## config.mk

```make
export PLATFORM = sky130hd
export DESIGN_NAME = inductor_diff_over_sum_position
export DESIGN_NICKNAME = d
export VERILOG_FILES = /design/src/rtl/idos_pkg.sv /design/src/rtl/idos_cfg_regs.sv /design/src/rtl/idos_divider.sv /design/src/rtl/inductor_diff_over_sum_position.sv
export SDC_FILE = /design/constraint.sdc
export NUM_CORES = 1
export LEC_CHECK = 0
export BUFFER_PORTS_ARGS = -buffer_cell sky130_fd_sc_hd__buf_2
export CAP_MARGIN = 0
export CORE_ASPECT_RATIO = 1.25
export CORE_MARGIN = 1.5
export CORE_UTILIZATION = 64
export DETAILED_ROUTE_END_ITERATION = 16
export GPL_ROUTABILITY_DRIVEN = 0
export PLACE_DENSITY = 0.82
export SYNTH_ARGS = -nofsm -noshare
export SYNTH_HDL_FRONTEND = slang
export SYNTH_SLANG_ARGS = --single-unit
```

## constraint.sdc

```tcl
create_clock -name clk_i -period 7.6 [get_ports clk_i]
set_input_delay 0.76 -clock clk_i [delete_from_list [all_inputs] [get_ports clk_i]]
set_output_delay 0.76 -clock clk_i [all_outputs]
set_load 0.02 [all_outputs]
```

## src/rtl/idos_pkg.sv

```systemverilog
// Shared definitions for the inductor difference-over-sum position block.
// Holds register reset values, field widths, register index codes and the
// divider control/status types. No dependencies.
package idos_pkg;

  localparam int unsigned SampleBitsDef = 12;
  localparam int unsigned GainW         = 10;
  localparam int unsigned LimitW        = 15;
  localparam int unsigned OutW          = LimitW + 1;
  localparam int unsigned CfgIdxW       = 3;
  localparam int unsigned CfgDataW      = 16;

  localparam int unsigned FloorRst     = 5;
  localparam int unsigned CeilingRst   = 4050;
  localparam int unsigned ThresholdRst = 300;
  localparam int unsigned GainRst      = 400;
  localparam int unsigned LimitRst     = 500;
  localparam int          KeptRst      = 500;

  typedef enum logic [CfgIdxW-1:0] {
    CFG_FLOOR     = 3'd0,
    CFG_CEILING   = 3'd1,
    CFG_THRESHOLD = 3'd2,
    CFG_GAIN      = 3'd3,
    CFG_LIMIT     = 3'd4
  } cfg_idx_e;

  typedef struct packed {
    logic start;
  } div_ctrl_t;

  typedef struct packed {
    logic busy;
    logic done;
  } div_stat_t;

endpackage

```

## src/rtl/idos_cfg_regs.sv

```systemverilog
// Configuration register file: clamp bounds, weak threshold, gain and limit.
// Depends on idos_pkg for widths, reset values and register index codes.
module idos_cfg_regs #(
  parameter int unsigned SAMPLE_BITS = idos_pkg::SampleBitsDef
) (
  input  logic                            clk_i,
  input  logic                            rst_ni,
  input  logic                            cfg_valid_i,
  output logic                            cfg_ready_o,
  input  logic [idos_pkg::CfgIdxW-1:0]    cfg_index_i,
  input  logic [idos_pkg::CfgDataW-1:0]   cfg_data_i,
  output logic [SAMPLE_BITS-1:0]          floor_o,
  output logic [SAMPLE_BITS-1:0]          ceiling_o,
  output logic [SAMPLE_BITS-1:0]          threshold_o,
  output logic [idos_pkg::GainW-1:0]      gain_o,
  output logic [idos_pkg::LimitW-1:0]     limit_o
);

  logic [SAMPLE_BITS-1:0]      floor_q, ceiling_q, threshold_q;
  logic [idos_pkg::GainW-1:0]  gain_q;
  logic [idos_pkg::LimitW-1:0] limit_q;

  assign cfg_ready_o = 1'b1;

  always_ff @(posedge clk_i or negedge rst_ni) begin
    if (!rst_ni) begin
      floor_q     <= SAMPLE_BITS'(idos_pkg::FloorRst);
      ceiling_q   <= SAMPLE_BITS'(idos_pkg::CeilingRst);
      threshold_q <= SAMPLE_BITS'(idos_pkg::ThresholdRst);
      gain_q      <= idos_pkg::GainW'(idos_pkg::GainRst);
      limit_q     <= idos_pkg::LimitW'(idos_pkg::LimitRst);
    end else if (cfg_valid_i) begin
      unique case (idos_pkg::cfg_idx_e'(cfg_index_i))
        idos_pkg::CFG_FLOOR:     floor_q     <= cfg_data_i[SAMPLE_BITS-1:0];
        idos_pkg::CFG_CEILING:   ceiling_q   <= cfg_data_i[SAMPLE_BITS-1:0];
        idos_pkg::CFG_THRESHOLD: threshold_q <= cfg_data_i[SAMPLE_BITS-1:0];
        idos_pkg::CFG_GAIN:      gain_q      <= cfg_data_i[idos_pkg::GainW-1:0];
        idos_pkg::CFG_LIMIT:     limit_q     <= cfg_data_i[idos_pkg::LimitW-1:0];
        default: ;
      endcase
    end
  end

  assign floor_o     = floor_q;
  assign ceiling_o   = ceiling_q;
  assign threshold_o = threshold_q;
  assign gain_o      = gain_q;
  assign limit_o     = limit_q;

endmodule

```

## src/rtl/idos_divider.sv

```systemverilog
// Restoring unsigned divider that produces one quotient bit per cycle.
// Depends on idos_pkg for the control and status struct types.
module idos_divider #(
  parameter int unsigned NUM_W = 22,
  parameter int unsigned DEN_W = 13
) (
  input  logic                clk_i,
  input  logic                rst_ni,
  input  idos_pkg::div_ctrl_t ctrl_i,
  output idos_pkg::div_stat_t stat_o,
  input  logic [NUM_W-1:0]    num_i,
  input  logic [DEN_W-1:0]    den_i,
  output logic [NUM_W-1:0]    quotient_o
);

  localparam int unsigned CntW = $clog2(NUM_W + 1);

  logic [NUM_W-1:0] quo_q, quo_d;
  logic [DEN_W-1:0] rem_q, rem_d;
  logic [DEN_W-1:0] den_q;
  logic [CntW-1:0]  cnt_q;
  logic             busy_q, done_q;
  logic [DEN_W:0]   trial, trial_sub;
  logic             fits;

  // The dividend shifts out of the top of quo_q while quotient bits enter below.
  always_comb begin
    trial     = {rem_q, quo_q[NUM_W-1]};
    trial_sub = trial - {1'b0, den_q};
    fits      = trial >= {1'b0, den_q};
    rem_d     = fits ? trial_sub[DEN_W-1:0] : trial[DEN_W-1:0];
    quo_d     = {quo_q[NUM_W-2:0], fits};
  end

  always_ff @(posedge clk_i or negedge rst_ni) begin
    if (!rst_ni) begin
      busy_q <= 1'b0;
      done_q <= 1'b0;
      cnt_q  <= '0;
    end else begin
      done_q <= 1'b0;
      if (ctrl_i.start) begin
        busy_q <= 1'b1;
        cnt_q  <= CntW'(NUM_W);
      end else if (busy_q) begin
        cnt_q <= cnt_q - CntW'(1);
        if (cnt_q == CntW'(1)) begin
          busy_q <= 1'b0;
          done_q <= 1'b1;
        end
      end
    end
  end

  always_ff @(posedge clk_i) begin
    if (ctrl_i.start) begin
      quo_q <= num_i;
      rem_q <= '0;
      den_q <= den_i;
    end else if (busy_q) begin
      quo_q <= quo_d;
      rem_q <= rem_d;
    end
  end

  assign stat_o.busy = busy_q;
  assign stat_o.done = done_q;
  assign quotient_o  = quo_q;

  a_start_idle : assert property (@(posedge clk_i) disable iff (!rst_ni)
    ctrl_i.start |-> !busy_q)
    else $error("divider started while busy");

  a_done_ends_busy : assert property (@(posedge clk_i) disable iff (!rst_ni)
    done_q |-> !busy_q)
    else $error("divider done while still busy");

endmodule

```

## src/rtl/inductor_diff_over_sum_position.sv

```systemverilog
// Position sensing from a left/right inductor pair: each request is clamped, the
// kept difference is updated, and gain * difference / (left + right + 1) is
// returned saturated to +/- the configured limit. A request passes through the
// clamp, keep, multiply, launch, divide and saturate states in order, and the
// next request is taken only once the block is back in idle. The divider
// produces one quotient bit per cycle over the GAIN + SAMPLE_BITS bit product.
// A new request is taken once the previous one reaches the output register, so
// the result may wait there while the next request is computed; a result still
// waiting when the next one is done holds it.
// Depends on idos_pkg, idos_cfg_regs and idos_divider.
module inductor_diff_over_sum_position #(
  parameter int unsigned SAMPLE_BITS = idos_pkg::SampleBitsDef
) (
  input  logic                             clk_i,
  input  logic                             rst_ni,
  input  logic                             cfg_valid_i,
  output logic                             cfg_ready_o,
  input  logic [idos_pkg::CfgIdxW-1:0]     cfg_index_i,
  input  logic [idos_pkg::CfgDataW-1:0]    cfg_data_i,
  input  logic                             in_valid_i,
  output logic                             in_ready_o,
  input  logic [SAMPLE_BITS-1:0]           left_sample_i,
  input  logic [SAMPLE_BITS-1:0]           right_sample_i,
  output logic                             out_valid_o,
  input  logic                             out_ready_i,
  output logic signed [idos_pkg::OutW-1:0] position_error_o
);

  localparam int unsigned DiffW = SAMPLE_BITS + 1;
  localparam int unsigned DenW  = SAMPLE_BITS + 1;
  localparam int unsigned NumW  = idos_pkg::GainW + SAMPLE_BITS;

  typedef enum logic [6:0] {
    ST_IDLE   = 7'b0000001,
    ST_CLAMP  = 7'b0000010,
    ST_KEEP   = 7'b0000100,
    ST_MUL    = 7'b0001000,
    ST_LAUNCH = 7'b0010000,
    ST_DIV    = 7'b0100000,
    ST_SAT    = 7'b1000000
  } state_e;

  state_e state_q, state_d;

  logic [SAMPLE_BITS-1:0]      floor_v, ceiling_v, threshold_v;
  logic [idos_pkg::GainW-1:0]  gain_v;
  logic [idos_pkg::LimitW-1:0] limit_v;

  idos_cfg_regs #(.SAMPLE_BITS(SAMPLE_BITS)) u_cfg (
    .clk_i       (clk_i),
    .rst_ni      (rst_ni),
    .cfg_valid_i (cfg_valid_i),
    .cfg_ready_o (cfg_ready_o),
    .cfg_index_i (cfg_index_i),
    .cfg_data_i  (cfg_data_i),
    .floor_o     (floor_v),
    .ceiling_o   (ceiling_v),
    .threshold_o (threshold_v),
    .gain_o      (gain_v),
    .limit_o     (limit_v)
  );

  logic [SAMPLE_BITS-1:0] left_raw_q, right_raw_q, left_q, right_q;
  logic signed [DiffW-1:0] kept_q, kept_d;
  logic [DenW-1:0]         den_q;
  logic [NumW-1:0]         num_q;
  logic                    neg_q;
  logic                    out_valid_q;
  logic signed [idos_pkg::OutW-1:0] out_q;

  idos_pkg::div_ctrl_t div_ctrl;
  idos_pkg::div_stat_t div_stat;
  logic [NumW-1:0]     quotient;

  idos_divider #(.NUM_W(NumW), .DEN_W(DenW)) u_div (
    .clk_i      (clk_i),
    .rst_ni     (rst_ni),
    .ctrl_i     (div_ctrl),
    .stat_o     (div_stat),
    .num_i      (num_q),
    .den_i      (den_q),
    .quotient_o (quotient)
  );

  function automatic logic [SAMPLE_BITS-1:0] clamp_sample(
    input logic [SAMPLE_BITS-1:0] x,
    input logic [SAMPLE_BITS-1:0] lo,
    input logic [SAMPLE_BITS-1:0] hi
  );
    logic [SAMPLE_BITS-1:0] r;
    // The floor test comes first, so it wins at the low end when the floor lies above the ceiling.
    priority if (x <= lo) r = lo;
    else if (x >= hi)     r = hi;
    else                  r = x;
    return r;
  endfunction

  logic signed [DiffW-1:0] diff;
  logic [DiffW-1:0]        abs_diff, abs_kept;
  logic [SAMPLE_BITS-1:0]  smaller;
  logic                    is_weak, bigger, same_sign;
  logic                    can_load;
  logic [idos_pkg::LimitW-1:0] sat_mag;

  always_comb begin
    diff      = $signed({1'b0, left_q}) - $signed({1'b0, right_q});
    abs_diff  = diff[DiffW-1] ? DiffW'(-diff) : DiffW'(diff);
    abs_kept  = kept_q[DiffW-1] ? DiffW'(-kept_q) : DiffW'(kept_q);
    smaller   = (left_q < right_q) ? left_q : right_q;
    is_weak   = smaller < threshold_v;
    bigger    = abs_diff > abs_kept;
    same_sign = ((diff > 0) && (kept_q > 0)) || ((diff < 0) && (kept_q < 0));
    kept_d    = (!is_weak || (bigger && same_sign)) ? diff : kept_q;
    sat_mag   = (quotient > NumW'(limit_v)) ? limit_v
                                            : quotient[idos_pkg::LimitW-1:0];
    can_load  = !out_valid_q || out_ready_i;
  end

  always_comb begin
    state_d = state_q;
    unique case (state_q)
      ST_IDLE:   if (in_valid_i) state_d = ST_CLAMP;
      ST_CLAMP:  state_d = ST_KEEP;
      ST_KEEP:   state_d = ST_MUL;
      ST_MUL:    state_d = ST_LAUNCH;
      ST_LAUNCH: state_d = ST_DIV;
      ST_DIV:    if (div_stat.done) state_d = ST_SAT;
      ST_SAT:    if (can_load) state_d = ST_IDLE;
      default:   state_d = ST_IDLE;
    endcase
  end

  assign in_ready_o     = (state_q == ST_IDLE);
  assign div_ctrl.start = (state_q == ST_LAUNCH);

  always_ff @(posedge clk_i or negedge rst_ni) begin
    if (!rst_ni) begin
      state_q     <= ST_IDLE;
      kept_q      <= DiffW'(idos_pkg::KeptRst);
      out_valid_q <= 1'b0;
    end else begin
      state_q <= state_d;
      if (state_q == ST_KEEP) kept_q <= kept_d;
      if (state_q == ST_SAT && can_load) begin
        out_valid_q <= 1'b1;
      end else if (out_ready_i) begin
        out_valid_q <= 1'b0;
      end
    end
  end

  always_ff @(posedge clk_i) begin
    if (in_valid_i && in_ready_o) begin
      left_raw_q  <= left_sample_i;
      right_raw_q <= right_sample_i;
    end
    if (state_q == ST_CLAMP) begin
      left_q  <= clamp_sample(left_raw_q, floor_v, ceiling_v);
      right_q <= clamp_sample(right_raw_q, floor_v, ceiling_v);
    end
    if (state_q == ST_KEEP) begin
      den_q <= DenW'({1'b0, left_q} + {1'b0, right_q} + DenW'(1));
    end
    if (state_q == ST_MUL) begin
      num_q <= gain_v * abs_kept[SAMPLE_BITS-1:0];
      neg_q <= kept_q[DiffW-1];
    end
    if (state_q == ST_SAT && can_load) begin
      out_q <= neg_q ? -$signed({1'b0, sat_mag}) : $signed({1'b0, sat_mag});
    end
  end

  assign out_valid_o      = out_valid_q;
  assign position_error_o = out_q;

  a_ready_not_busy : assert property (@(posedge clk_i) disable iff (!rst_ni)
    in_ready_o |-> !div_stat.busy)
    else $error("request taken while the divider is busy");

  a_done_in_div : assert property (@(posedge clk_i) disable iff (!rst_ni)
    div_stat.done |-> (state_q == ST_DIV))
    else $error("divider finished outside the divide state");

  a_out_bounded : assert property (@(posedge clk_i) disable iff (!rst_ni)
    out_valid_o |-> (position_error_o <= $signed({1'b0, limit_v})) &&
                    (position_error_o >= -$signed({1'b0, limit_v})))
    else $error("position error exceeds the configured limit");

endmodule

```

==> impl_metrics.ini, run 1 <==
[status]
status = finished clean

[finish]
diodes = 0
regArea_sq_mm = 0.00658
multi_input_area_sq_mm = 0.0104
fill_cells = 2003
layout.nets = 2160
finish.utilization_pct = 70.7
syn_to_final_growth_pct = 8.51
design_area_sq_mm = 0.0195
drive_gt1_share_pct = 11.9

[clock_network]
cts_tree = yes
cts_inserted_buffers = 25
postCtsSetupRepairBufs = 0
path_clk_slew_ps = 70
htree_levels = 1
root_buffer = clkbuf_16
cts.sinks = 237
clock_latency_ps = 550
cts_buffer_depth = 3

[synthesis]
synthesis.instances = 1791
yosysWarnings = 0
syn-cell-area_sq_mm = 0.0180
syn_avg_cell_area_sq_um = 10.0
synth_edf_count = 135
synthArstFlopShare_pct = 37.6
ys_seq_area_share_pct = 36.6
syn_nets = 2106
synth_ff_type = edfxtp_1
ys_types = 77
ys_seq_elements = 237

[power_and_ir_drop]
clkPwrFrac_pct = 13.4
p_per_area_mw_per_mm2 = 476
pwr-share-comb_pct = 64.4
leakage_nw = 8.96
net-switching-power_mw = 4.16
intPower_mw = 5.11
sequentialPowerShare_pct = 22.2
peakVddDrop_uv = 477
power_switching_share_pct = 44.9

[global_routing]
gr-usage-met2_pct = 49.6
antenna_found_initial = 2
grt_pass1_wl_um = 66700
grt.met3_usage_pct = 3.89
met1_usage_pct = 34.5
grt_max_degree = 61
grt_overflow = 0
first_global_vias = 13700
grt_util_all_layers_pct = 28.3
grt.busiest_layer = met2

[routing]
routed_via_density = 6.04
via_count = 13400
post_drt_wl_per_cell_um = 18.3
totalWireLength_um = 40400
drtIter0Drc = 813
dr.pass1.iters = 5
antenna_left = 0
drc = 0

[floorplan]
die-area_sq_mm = 0.0291
coreArea_sq_mm = 0.0276
die-width_um = 153
start_util_pct = 65.2
rows = 68
die_h_um = 190
io_pins = 67

[timing]
timing.final.crit_share_pct = 95.3
slew_headroom_pct = 20.9
finalWorstSetupSlack_ps = 355
fmax_ghz = 0.138
tightest_slew_ps = 1190
hold_viol = 0
setup_viol = 0
hold-worst-slack_ps = 153
finalSetupTns_ps = 0
rsz0062_at_grt = false
finalMaxSlewViolations = 0
skew_ps = 17.9
fin_crit_ps = 7250

[hold_path]
holdCritPathClass = in -> async

[placed_design]
dp_worst_setup_slack_ps = 369
hpwl_um = 30300
portBuffers = 64
dpl_cell_area_sq_mm = 0.0186

[critical_path]
crit_fanout = 14
worstSetupEndpointType = register
worstPathRequired_ps = 7880
reg2reg_slack_ps = 350
r2r_start = kept_q[0]
crit_type = reg -> reg
r2r_end = num_q[20]
crit_arrival_ps = 7530
crit_path_start_kind = register
reg2reg_depth = 23

[run]
drv_cap = 0
[power groups by stage]
stage / Sequential, mW / Combinational [mW] / Clock (mW)
2_1_floorplan: 1.96 / 4.57 / 0
3_3_place_gp: 2.06 / 5.57 / 0
3_5_place_dp: 2.07 / 5.85 / 0
4_1_cts: 2.05 / 5.95 / 1.26
5_1_grt: 2.09 / 6.70 / 1.31
6_report: 2.06 / 5.97 / 1.25
[state kept, by name (all words and copies together), names as in the netlist]
signal             cells
u_div.cnt_q            5
den_q                 13
right_raw_q           12
u_cfg.limit_o         15
u_div.den_q           13
u_div.rem_q           13
num_q                 22
u_cfg.floor_o         12
u_div.done_q           1
u_cfg.threshold_o     12
left_raw_q            12
out_valid_o            1
u_cfg.gain_o          10
left_q                12
kept_q                13
neg_q                  1
position_error_o      16
u_cfg.ceiling_o       12
right_q               12
u_div.quotient_o      22
u_div.busy_q           1
state_q                7
[area by class of cell]
| cell class | count | share of cell area (%) |
|---|---|---|
| Multi-Input combinational cell | 1296 | 53.3 |
| Sequential cell | 237 | 33.8 |
| Inverter | 196 | 3.78 |
| Clock buffer | 28 | 3.32 |
| Timing Repair Buffer | 89 | 2.64 |
| Tap cell | 350 | 2.25 |
| Clock inverter | 18 | 0.924 |
[metrics by stage]
step	instances	power (mW)
floorplan	1791	6.53
global placement	2167	7.62
detailed placement	2167	7.92
CTS	2213	9.26
global route	2214	10.1
finish	2214	9.27
[placed cells by master (no fill, tap or decap), types with 6 or more instances in the layout]
cell type	instances
o21ai_0	100
o31ai_1	13
nor3_1	23
a21oi_1	82
ha_1	186
a21o_1	27
nor4_1	11
and2_1	62
nand4_1	14
xnor2_1	54
o21a_1	8
fa_1	81
o211ai_1	8
and3_1	7
a211oi_1	8
or3_1	10
xor2_1	33
buf_2	63
nand2b_1	18
mux2_4	6
edfxtp_1	135
nand2_1	218
a31oi_1	8
dfrtp_1	59
dfstp_2	30
dfxtp_1	13
nor3b_1	12
nand3_1	16
buf_4	25
mux2_2	26
inv_1	195
nor2b_1	28
clkbuf_16	25
or2_2	9
mux2i_1	73
nor2_1	72
[what timing repair did]
item	4_1_cts	5_1_grt
setup endpoints to repair	0	1
hold endpoints to repair	0	0
resized for setup	0	2
hold buffers	0	0
[cells in the mapped netlist, drive strengths merged (30+ instances only)]
| library cell | count | area, sq um |
|---|---|---|
| clkbuf | 52 | 205 |
| o21ai | 102 | 510 |
| dfstp | 30 | 788 |
| nand2 | 218 | 818 |
| inv | 195 | 732 |
| xor2 | 33 | 289 |
| fa | 81 | 1620 |
| mux2 | 32 | 383 |
| ha | 186 | 2330 |
| mux2i | 73 | 731 |
| xnor2 | 55 | 482 |
| and2 | 62 | 388 |
| a21oi | 83 | 419 |
| dfrtp | 59 | 1480 |
| edfxtp | 135 | 4050 |
| nor2 | 74 | 278 |
[cells by family (layout without fill, tap and decap cells)]
family,count (synthesis),in the layout,share of synthesized area (%)
adders and majority gates,267,267,22.0
other,1,1,0.0209
DFF,237,237,36.6
xor gates and xnor gates,88,88,4.29
and+or+nand+nor,527,527,14.3
buffers and inverters,258,331,5.72
muxes,105,105,6.20
AOI/OAI and AO/OA,308,308,10.8
[metal layers]
metal  share of wire [%]  wire [um]  vias up
met5               0.027         11        -
li1                    -          -     6292
met3                 6.0       2440      123
met4                 4.9       1980        2
met2                  50      20100      446
met1                  39      15900     6507
[worst max-delay path, stage by stage, from the launching register on]
cell       delay, ps
dfrtp_1          620
inv_1            130
ha_1             250
nand4_1          160
nand2_1           90
xnor2_1          480
buf_4            260
nand2_1           90
fa_1             570
inv_1             60
fa_1             520
fa_1             440
fa_1             550
inv_1             60
fa_1             530
inv_1             40
ha_1             360
and3_1           220
a21oi_1          240
a31oi_1          180
and4_1           240
a2111oi_1        560
a21oi_1          160
xor2_1           170
[worst max-delay path by stage]
stage / cells past startpoint / start / endpoint / slack, ps
floorplan: 24 / kept_q[5] / num_q[20] / 1030
global placement: 19 / kept_q[12] / num_q[20] / 550
detailed placement: 23 / kept_q[0] / num_q[20] / 370
global route: 22 / kept_q[2] / num_q[20] / 30
CTS: 23 / kept_q[0] / num_q[20] / 320
finish: 23 / kept_q[0] / num_q[20] / 350
(Power assumes the default switching activity.)
==> run 2, diff against run 1 <==
--- a/config.mk
+++ b/config.mk
@@ -13,6 +13,7 @@
 export DETAILED_ROUTE_END_ITERATION = 16
 export GPL_ROUTABILITY_DRIVEN = 0
 export PLACE_DENSITY = 0.82
+export SKIP_CTS_REPAIR_TIMING = 1
 export SYNTH_ARGS = -nofsm -noshare
 export SYNTH_HDL_FRONTEND = slang
 export SYNTH_SLANG_ARGS = --single-unit
==> constraint.sdc (replaced) <==
create_clock -name clk_i -period 7.1 [get_ports clk_i]
set_input_delay 0.71 -clock clk_i [delete_from_list [all_inputs] [get_ports clk_i]]
set_output_delay 0.71 -clock clk_i [all_outputs]
set_load 0.02 [all_outputs]
==> impl_metrics.ini, run 2 (synthesis gave the netlist of run 1 again) <==
[floorplan]
die_h_um = 190
die-width_um = 153
rows = 68
die-area_sq_mm = 0.0291
coreArea_sq_mm = 0.0276
io_pins = 67
start_util_pct = 65.2

[critical_path]
startpoint = kept_q[0]
crit_arrival_ps = 6960
crit_path_start_kind = register
r2r_end = num_q[20]
reg2reg_depth = 24
reg2reg_slack_ps = 410
crit_type = reg -> reg
crit_fanout = 7
r2r_start = kept_q[0]
worstSetupEndpointType = register
worstPathRequired_ps = 7370

[clock_network]
cts.sinks = 237
cts_tree = yes
root_buffer = clkbuf_16
htree_levels = 1
cts_inserted_buffers = 25
path_clk_slew_ps = 60
cts_buffer_depth = 3
clock_latency_ps = 540

[routing]
drc = 0
drtIter0Drc = 760
routed_via_density = 5.93
totalWireLength_um = 39700
post_drt_wl_per_cell_um = 17.9
via_count = 13200
dr.pass1.iters = 8
antenna_left = 0

[power_and_ir_drop]
leakage_nw = 8.99
p_per_area_mw_per_mm2 = 506
peakVddDrop_uv = 645
total_power_mw = 9.90

[finish]
syn_to_final_growth_pct = 8.86
final_cell_mix = 218 x nand2_1, 195 x inv_1, 186 x ha_1
layout_commonest_cell = nand2_1
fill_cells = 1995
finish.utilization_pct = 70.9
instances_no_fill = 2224
drive_gt1_share_pct = 12.0
layout.nets = 2169
design_area_sq_mm = 0.0196

[timing]
finalSetupTns_ps = 0
rsz0062_at_grt = false
hold_viol = 0
setup_viol = 0
tightest_slew_ps = 1180
finalMaxSlewViolations = 0
slew_headroom_pct = 21.0
hold-worst-slack_ps = 166
skew_ps = 19.8
finalWorstSetupSlack_ps = 409
timing.final.crit_share_pct = 94.2
fin_crit_ps = 6690
fmax_ghz = 0.149

[global_routing]
grt_overflow = 0
grt_util_all_layers_pct = 27.8
grt_pass1_wl_um = 65300
first_global_vias = 13600
grt_max_degree = 54
antenna_found_initial = 0

[placed_design]
dp.cells = 2176
dpl_cell_area_sq_mm = 0.0187
portBuffers = 64
hpwl_um = 30100
dp_worst_setup_slack_ps = 253

[hold_path]
holdCritPathClass = in -> async

[status]
status = finished clean

[run]
drv_cap = 0
-- run 2: area by class of cell --
class | count | area (sq um) | area share, %
antenna | 1 | 2.50 | 0.0128
clock buffer | 35 | 673 | 3.44
clock inverter | 11 | 133 | 0.678
inverter | 196 | 736 | 3.76
multi-input combinational | 1296 | 10400 | 53.2
sequential | 237 | 6580 | 33.6
tap | 350 | 438 | 2.24
timing repair buffer | 98 | 594 | 3.04
-- run 2: where the power goes --
| group | total, mW | internal (mW) | switching (mW) |
|---|---|---|---|
| Combinational | 6.42 | 2.78 | 3.63 |
| Sequential | 2.18 | 1.95 | 0.226 |
| Clock | 1.31 | 0.770 | 0.539 |
| Total | 9.90 | 5.50 | 4.40 |
-- run 2: worst max-delay path by stage --
stage	end
2_1_floorplan	num_q[20]
3_5_place_dp	num_q[20]
5_1_grt	num_q[20]
3_3_place_gp	num_q[20]
4_1_cts	num_q[20]
6_report	num_q[20]
-- run 2: routing by layer --
metal	track usage, %	vias to the layer above	share of wire, %
met5	0	-	0
met4	13.5	0	4.7
met3	3.89	117	5.6
met2	48.9	401	50
met1	33.6	6372	40
li1	-	6300	-
-- run 2: critical path, cell delays in order, from the launching register on --
cell	delay, ps
dfrtp_1	410
inv_1	80
ha_1	240
nand2b_1	170
xnor2_1	200
buf_4	200
and2_1	170
fa_1	420
fa_1	540
inv_1	60
fa_1	480
inv_1	60
fa_1	520
inv_1	50
fa_1	520
inv_1	40
ha_1	230
or4_1	500
o221ai_1	330
a31oi_1	180
and4_1	240
a2111oi_0	370
buf_4	190
a21oi_1	70
xor2_1	150
==> run 3, diff against run 2 <==
--- a/config.mk
+++ b/config.mk
@@ -5,7 +5,7 @@
 export SDC_FILE = /design/constraint.sdc
 export NUM_CORES = 1
 export LEC_CHECK = 0
-export BUFFER_PORTS_ARGS = -buffer_cell sky130_fd_sc_hd__buf_2
+export BUFFER_PORTS_ARGS = -buffer_cell sky130_fd_sc_hd__buf_4
 export CAP_MARGIN = 0
 export CORE_ASPECT_RATIO = 1.25
 export CORE_MARGIN = 1.5
@@ -13,6 +13,7 @@
 export DETAILED_ROUTE_END_ITERATION = 16
 export GPL_ROUTABILITY_DRIVEN = 0
 export PLACE_DENSITY = 0.82
+export SETUP_SLACK_MARGIN = 0.5
 export SKIP_CTS_REPAIR_TIMING = 1
 export SYNTH_ARGS = -nofsm -noshare
 export SYNTH_HDL_FRONTEND = slang
==> impl_metrics.ini, run 3 (synthesis gave the netlist of run 1 again) <==
[routing]
totalWireLength_um = 39900
via_count = 13300
antenna_left = 0
post_drt_wl_per_cell_um = 17.9
dr.pass1.iters = 5
drtIter0Drc = 815
routed_via_density = 5.99
drc = 0

[global_routing]
first_global_vias = 13500
grt_overflow = 0
grt_max_degree = 60
antenna_found_initial = 0
grt_util_all_layers_pct = 27.7
grt_pass1_wl_um = 64800

[timing]
fin_crit_ps = 6470
tightest_slew_ps = 1310
hold_viol = 0
finalWorstSetupSlack_ps = 629
finalMaxSlewViolations = 0
fmax_ghz = 0.155
skew_ps = 16.5
setup_viol = 0
timing.final.crit_share_pct = 91.1
finalSetupTns_ps = 0
rsz0062_at_grt = true
slew_headroom_pct = 12.5

[power_and_ir_drop]
total_power_mw = 10.1
power_switching_share_pct = 44.5
clkPwrFrac_pct = 12.7
pwr-share-comb_pct = 65.6
leakage_nw = 9.11
peakVddDrop_uv = 578
sequentialPowerShare_pct = 21.7
p_per_area_mw_per_mm2 = 507
net-switching-power_mw = 4.47
intPower_mw = 5.58

[finish]
regArea_sq_mm = 0.00658
syn_to_final_growth_pct = 10.4
layout.nets = 2173
final_cell_mix = 216 x nand2_1, 195 x inv_1, 184 x ha_1
drive_gt1_share_pct = 13.4
layout_commonest_cell = nand2_1
fill_cells = 1974
multi_input_area_sq_mm = 0.0105

[critical_path]
worstSetupEndpointType = register
reg2reg_depth = 22
max_stage_delay_ps = 560
critPathBufInv = 5
crit_path_start_kind = register
crit_fanout = 10
reg2reg_slack_ps = 630
r2r_start = kept_q[4]
crit_path_cell_trace = nor4_4 > a21oi_1 > xnor2_1 > buf_4 > nand2_1 > fa_1 > inv_1 > fa_1 > fa_1 > fa_1 > inv_1 > fa_1 > inv_1 > ha_1 > or4_4 > o221ai_2 > a31oi_2 > and4_1 > a2111oi_4 > buf_4 > a21oi_1 > xor2_1
crit_type = reg -> reg
worstPathRequired_ps = 7360
r2r_end = num_q[20]
crit_family = adder cells
crit_slowest_cell = fa_1
cpMostUsedCell = fa_1
crit_arrival_ps = 6740

[floorplan]
die-width_um = 153
start_util_pct = 65.2
rows = 68
io_pins = 67
die_h_um = 190
coreArea_sq_mm = 0.0276
die-area_sq_mm = 0.0291

[clock_network]
htree_levels = 1
cts_tree = yes
root_buffer = clkbuf_16
cts.sinks = 237
clock_latency_ps = 540
path_clk_slew_ps = 60
cts_buffer_depth = 3
cts_inserted_buffers = 25

[status]
status = finished clean

[hold_path]
holdCritPathClass = in -> async

[placed_design]
portBuffers = 64
dp_worst_setup_slack_ps = 280
hpwl_um = 30200

[run]
drv_cap = 0
run 3: changes by cell type in the layout (fill, tap and decap cells not counted), moves of 3 or more:
cell | before | now
clkinv_2 | 3 | 9
buf_2 | 63 | 0
buf_4 | 33 | 101
clkbuf_1 | 9 | 4
xnor2_1 | 54 | 51
xnor2_2 | 1 | 4
run 3: power groups by stage:
stage,sequential [mW],combinational (mW),clock [mW]
2_1_floorplan,2.10,4.89,0
3_3_place_gp,2.17,5.98,0
3_5_place_dp,2.19,6.24,0
4_1_cts,2.17,6.33,1.30
5_1_grt,2.21,7.40,1.35
6_report,2.18,6.60,1.28
run 3: worst max-delay path by stage:
stage | from | end | depth (start not counted)
final | kept_q[4] | num_q[20] | 22
after global routing | kept_q[4] | num_q[20] | 24
after CTS | kept_q[5] | num_q[20] | 24
after detailed placement | kept_q[3] | num_q[20] | 24
after global placement | kept_q[3] | num_q[20] | 24
after floorplan | kept_q[5] | num_q[20] | 24
run 3: metal layers:
metal	track usage [%]	vias to the layer above	share of wire, %
met1	33.9	6481	39
met2	48.3	460	50
met5	0	-	0
li1	-	6301	-
met4	13.6	0	4.6
met3	3.82	106	6.1
run 3: worst register-to-register path: cells and delay by family, from the launching register on:
family                     cells  cell delay (ps)
buffers and inverters          5              530
DFF                            1              400
AOI/OAI and AO/OA              5              890
and+or+nand+nor                4             1170
adders and majority gates      6             2830
xor gates and xnor gates       2              360
run 3: area by class of cell:
type | instances | area share (%)
Antenna cell | 1 | 0.0126
Inverter | 196 | 3.71
Sequential cell | 237 | 33.2
Tap cell | 350 | 2.21
Timing Repair Buffer | 102 | 3.88
Clock inverter | 16 | 0.726
Clock buffer | 30 | 3.30
Multi-Input combinational cell | 1296 | 53.0
run 3: metrics by stage:
step | std cells | cell area, sq um | hold WS [ps] | util (%)
2_1_floorplan | 1791 | 18000 | 400 | -
3_3_place_gp | 2176 | 18900 | 400 | 68.4
3_5_place_dp | 2176 | 18900 | 406 | 68.4
4_1_cts | 2222 | 19700 | 110 | 71.3
5_1_grt | 2227 | 19800 | 134 | 71.9
6_report | 2228 | 19800 | 111 | 71.9
